## src/rtl/msa_pkg.sv

```systemverilog
// ----------------------------------------------------------------------------
// msa_pkg
// Shared constants and types of the min-heap seat allocator.
// ----------------------------------------------------------------------------
package msa_pkg;

	localparam int MAX_SEATS = 256;
	localparam int ADDR_W    = $clog2(MAX_SEATS);
	localparam int CNT_W     = $clog2(MAX_SEATS + 1);
	localparam int IDX_W     = ADDR_W + 2;	// room for 2*slot+2
	localparam int SEAT_W    = 9;
	localparam int STAT_W    = 2;

	localparam logic [SEAT_W-1:0] SEAT_COUNT_RESET = SEAT_W'(256);

	localparam logic [STAT_W-1:0] ST_OK    = 2'd0;
	localparam logic [STAT_W-1:0] ST_EMPTY = 2'd1;
	localparam logic [STAT_W-1:0] ST_FULL  = 2'd2;

	localparam logic MODE_RESERVE   = 1'b0;
	localparam logic MODE_UNRESERVE = 1'b1;

	// the requests to the heap store for a cycle
	typedef struct packed {
		logic [ADDR_W-1:0] ra;
		logic [ADDR_W-1:0] rb;
		logic              we;
		logic [ADDR_W-1:0] waddr;
		logic [SEAT_W-1:0] wdata;
		logic              clr;
	} mem_req_t;

endpackage

```

## src/rtl/msa_heap_mem.sv

```systemverilog
// ----------------------------------------------------------------------------
// msa_heap_mem
// Heap store: two registered read ports, one write port. A per-entry valid
// bit makes an unwritten entry read as its index plus one (the refilled heap).
// ----------------------------------------------------------------------------
module msa_heap_mem import msa_pkg::*; (
	input  logic              clk,
	input  logic              arst_n,
	input  mem_req_t          req,
	output logic [SEAT_W-1:0] rd_a,
	output logic [SEAT_W-1:0] rd_b
);

	logic [SEAT_W-1:0]    mem [MAX_SEATS];
	logic [MAX_SEATS-1:0] valid_q;
	logic [SEAT_W-1:0]    dat_a_q, dat_b_q;
	logic [ADDR_W-1:0]    adr_a_q, adr_b_q;
	logic                 vld_a_q, vld_b_q;

	always_ff @(posedge clk) begin
		if (req.we) begin
			mem[req.waddr] <= req.wdata;
		end
		dat_a_q <= mem[req.ra];
		dat_b_q <= mem[req.rb];
		adr_a_q <= req.ra;
		adr_b_q <= req.rb;
	end

	always_ff @(posedge clk or negedge arst_n) begin
		if (!arst_n) begin
			valid_q <= '0;
			vld_a_q <= 1'b0;
			vld_b_q <= 1'b0;
		end else begin
			vld_a_q <= valid_q[req.ra];
			vld_b_q <= valid_q[req.rb];
			if (req.clr) begin
				valid_q <= '0;
			end else if (req.we) begin
				valid_q[req.waddr] <= 1'b1;
			end
		end
	end

	assign rd_a = vld_a_q ? dat_a_q : SEAT_W'({1'b0, adr_a_q} + (ADDR_W+1)'(1));
	assign rd_b = vld_b_q ? dat_b_q : SEAT_W'({1'b0, adr_b_q} + (ADDR_W+1)'(1));

endmodule

```

## config.mk

```make
export PLATFORM = sky130hd
export DESIGN_NAME = msa_heap_mem
export DESIGN_NICKNAME = d
export VERILOG_FILES = /design/src/rtl/msa_pkg.sv /design/src/rtl/msa_heap_mem.sv
export SDC_FILE = /design/constraint.sdc
export NUM_CORES = 2
export LEC_CHECK = 0
export ABC_AREA = 0
export BUFFER_PORTS_ARGS = -buffer_cell sky130_fd_sc_hd__buf_2
export CORE_MARGIN = 1
export CORE_UTILIZATION = 58
export CTS_CLUSTER_DIAMETER = 100
export CTS_CLUSTER_SIZE = 8
export DETAILED_ROUTE_END_ITERATION = 7
export PLACE_DENSITY = 0.77
export SETUP_SLACK_MARGIN = 0.5
export SLEW_MARGIN = 10
export SYNTH_ARGS = -nofsm -noshare
export SYNTH_HDL_FRONTEND = slang
export SYNTH_SLANG_ARGS = --single-unit
```

## constraint.sdc

```tcl
create_clock -name clk -period 1.8 [get_ports clk]
set_input_delay 0.36 -clock clk [delete_from_list [all_inputs] [get_ports clk]]
set_output_delay 0.36 -clock clk [all_outputs]
set_load 0.03 [all_outputs]
```

==> results.toml <==
[run_status]
status = "finished, violations left"
violations = "hold timing, setup timing"

[clocking]
numCtsBuffers = 374
cts-root-buf = "clkbuf_16"
clockBufferDepth = 4
htreeDepth = 5
clkLatencyLatePin_ns = 0.98
cts_tree = "built"
cts.sinks = 2596
path_clk_slew_ns = 0.05

[synth]
ys_seq_elements = 2596
synth-async-reset-ratio = 0.0994
syn_inst = 6721
ys_seq_area_frac = 0.624
yosysTopAreaCellShare = 0.566
ys_types = 70
ys_warn_count = 0
synth_top_cell_by_area = "edfxtp_1"
netlist_area_um2 = 122000
synth_edf_count = 2304
ys.flop_type = "edfxtp_1"
ys_top_cells_by_area = "edfxtp_1, mux4_2, dfrtp_1"
yosysMostFrequentCell = "edfxtp_1"
ys_top_cells_by_count = "edfxtp_1, mux4_2, nor2_1"
syn_nets = 6760
syn_avg_cell_area_um2 = 18.2

[setup_path]
crit_start = "adr_a_q[5]"
crit_slowest_cell = "dfxtp_2"
path_class = "reg -> out"
r2r_start = "mem[115][3]"
required_ns = 1.44
critPathMaxFanout = 2
worst-path-buf-inv = 3
regToRegSetupSlack_ns = -0.74
crit_family = "buffers and inverters"
critPathCaptureType = "primary output"
startpoint_type = "flop"
crit_chain = "buf_12 -> and3_4 -> nand2_2 -> nor2_2 -> xnor2_1 -> o21ai_1 -> buf_4 -> buf_6"
crit_arrival_ns = 2.46
max_stage_delay_ns = 0.35

[power_and_ir_drop]
power_uw = 146000
cellLeakagePower_uw = 0.0539
max-vdd-ir-drop_v = 0.00107
cellPowerDensity_nw_per_um2 = 940

[finish]
area_delta_synth_final_pct = 26.8
fin_util = 0.739
nets = 8319
drive_gt1_frac = 0.436
n_fill_cell = 11496
design_area_um2 = 155000

[sta]
fmax_mhz = 354
relSlewSlack = 0.211
drv_slew = 0
worst_slack_ns = -1.02
whs_ns = -0.00483
setup_viol = 38
worst_slew_pin_slew_ns = 1.18
fin_skew_ns = 0.0612
final_hold_viol_count = 2
min_period_over_period = 1.57
rsz0062_at_grt = "yes"
min_period_ns = 2.82
finalSetupTns_ns = -24.71

[routing]
drt_iter0_drc = 13757
viasPerCell = 7.30
route.detailed.drc = 0
num_vias = 83041
ant_nets = 0
routed_wirelength_um = 432000
dr.pass1.iters = 8
route.detailed.wl_per_inst_um = 38.0

[place]
dpl.hpwl_um = 283000
place_ws_ns = -1.77
portBuffers = 54
placed_area_um2 = 142000
place.gp.congestion = 1.02

[die]
die_w_um = 461
core_area_um2 = 210000
die_y_um = 461
initial_core_util = 0.583
core.rowCount = 168
die_area_um2 = 213000
io_pins = 55

[min_path]
hold_class = "in -> async"

[grt]
track_usage = 0.410
grt_max_degree = 84
grt_pass1_wl_um = 610000
grt_pass1_vias = 84571
gr-total-overflow = 0
grt_antenna_before_repair = 15

[flow_run]
max-cap-violations = 0
[per-layer routing]
layer / GRT usage / up-vias / wire length (um) / share of wire
met2: 0.613 / 7751 / 195000 / 0.45
met5: 0 / - / 28 / 0.000065
met4: 0.275 / 4 / 35100 / 0.081
li1: - / 31398 / - / -
met3: 0.128 / 1750 / 64000 / 0.15
met1: 0.517 / 42138 / 138000 / 0.32
[cell type report]
cell class	instances	area, um2	area share
Timing Repair Buffer	1704	19200	0.124
Multi-Input combinational cell	3598	45300	0.292
Clock inverter	8	100	0.000646
Tap cell	2805	3510	0.0227
Inverter	6	27.5	0.000178
Sequential cell	2596	76400	0.493
Clock buffer	651	10500	0.0679
Antenna cell	10	25.0	0.000162
[metrics by stage]
stage | cells | hold slack (ns)
global route | 11373 | 0.00806
floorplan | 6721 | 0.0644
detailed placement | 10640 | 0.380
finish | 11378 | -0.00483
CTS | 11350 | -0.0512
global placement | 10640 | 0.384
[cells by family (layout without fill, tap and decap cells)]
group / after synthesis / in the layout / share of synthesized area
AO/OA/AOI/OAI: 718 / 718 / 0.0426
XOR/XNOR: 12 / 12 / 0.000860
adder cells (fa/ha/maj): 2 / 2 / 0.000205
buffers and inverters: 527 / 2369 / 0.0283
flip-flops: 2596 / 2596 / 0.624
multiplexers: 1710 / 1710 / 0.264
other: 0 / 10 / 0
AND/OR/NAND/NOR: 1156 / 1156 / 0.0398
[report_power, final]
| part | switching (uW) | total (uW) | internal [uW] |
|---|---|---|---|
| combinational | 8320 | 14500 | 6160 |
| sequential | 200 | 66100 | 65900 |
| clock | 25900 | 65000 | 39100 |
[registers in the layout (all words and copies together), names as in the netlist]
signal / count
vld_b_q: 1
valid_q: 256
dat_a_q: 9
adr_a_q: 8
vld_a_q: 1
adr_b_q: 8
dat_b_q: 9
mem: 2304
[cells in the final DEF, fill, tap and decap left out, types with 17 or more instances in the layout]
master and n:
edfxtp_1 2304, mux4_2 1207, buf_4 1115, nor2_1 575, mux2i_1 489, buf_12 481, clkbuf_16 379, clkbuf_1 270
dfrtp_1 256, nor2_4 175, nand2_1 145, a21oi_1 99, o22ai_1 87, o221ai_1 82, a22oi_1 74, buf_6 52
nand3_1 49, o21ai_1 36, a22o_1 36, a211oi_1 31, nor3_1 31, o21ba_2 30, o21ai_0 29, a221oi_1 28
dlygate4sd3_1 23, dfxtp_1 22, a31oi_1 21, nand4_1 19, o2bb2ai_1 19, nor2b_1 17, a211oi_2 17, nand3_4 17
[path summary, 6_finish.rpt]
kind | endpoint | depth (start not counted)
worst max-delay path | rd_a[7] | 8
worst min-delay path | valid_q[104] | 2
worst max register to register | dat_a_q[3] | 6
worst min register to register | valid_q[235] | 2
max in group asynchronous | valid_q[251] | 3
min in group clk | adr_a_q[2] | 3
[worst register-to-register path, cell delays in order (launching register included)]
cell	delay [ns]
edfxtp_1	0.40
mux4_2	0.50
mux4_2	0.51
nand2_1	0.16
o21ai_2	0.16
a221oi_2	0.58
nor4_4	0.10
[timing repair]
action / 4_1_cts / 5_1_grt
hold buffers: 23 / 0
hold endpoints to repair: 659 / 0
gates resized for setup: 233 / 63
endpoints found under the setup margin: 38 / 38
pin swaps: 64 / 35
gates cloned: 1 / 0
setup buffers: 27 / 18
Note: power is estimated with default switching activity, not from simulation.
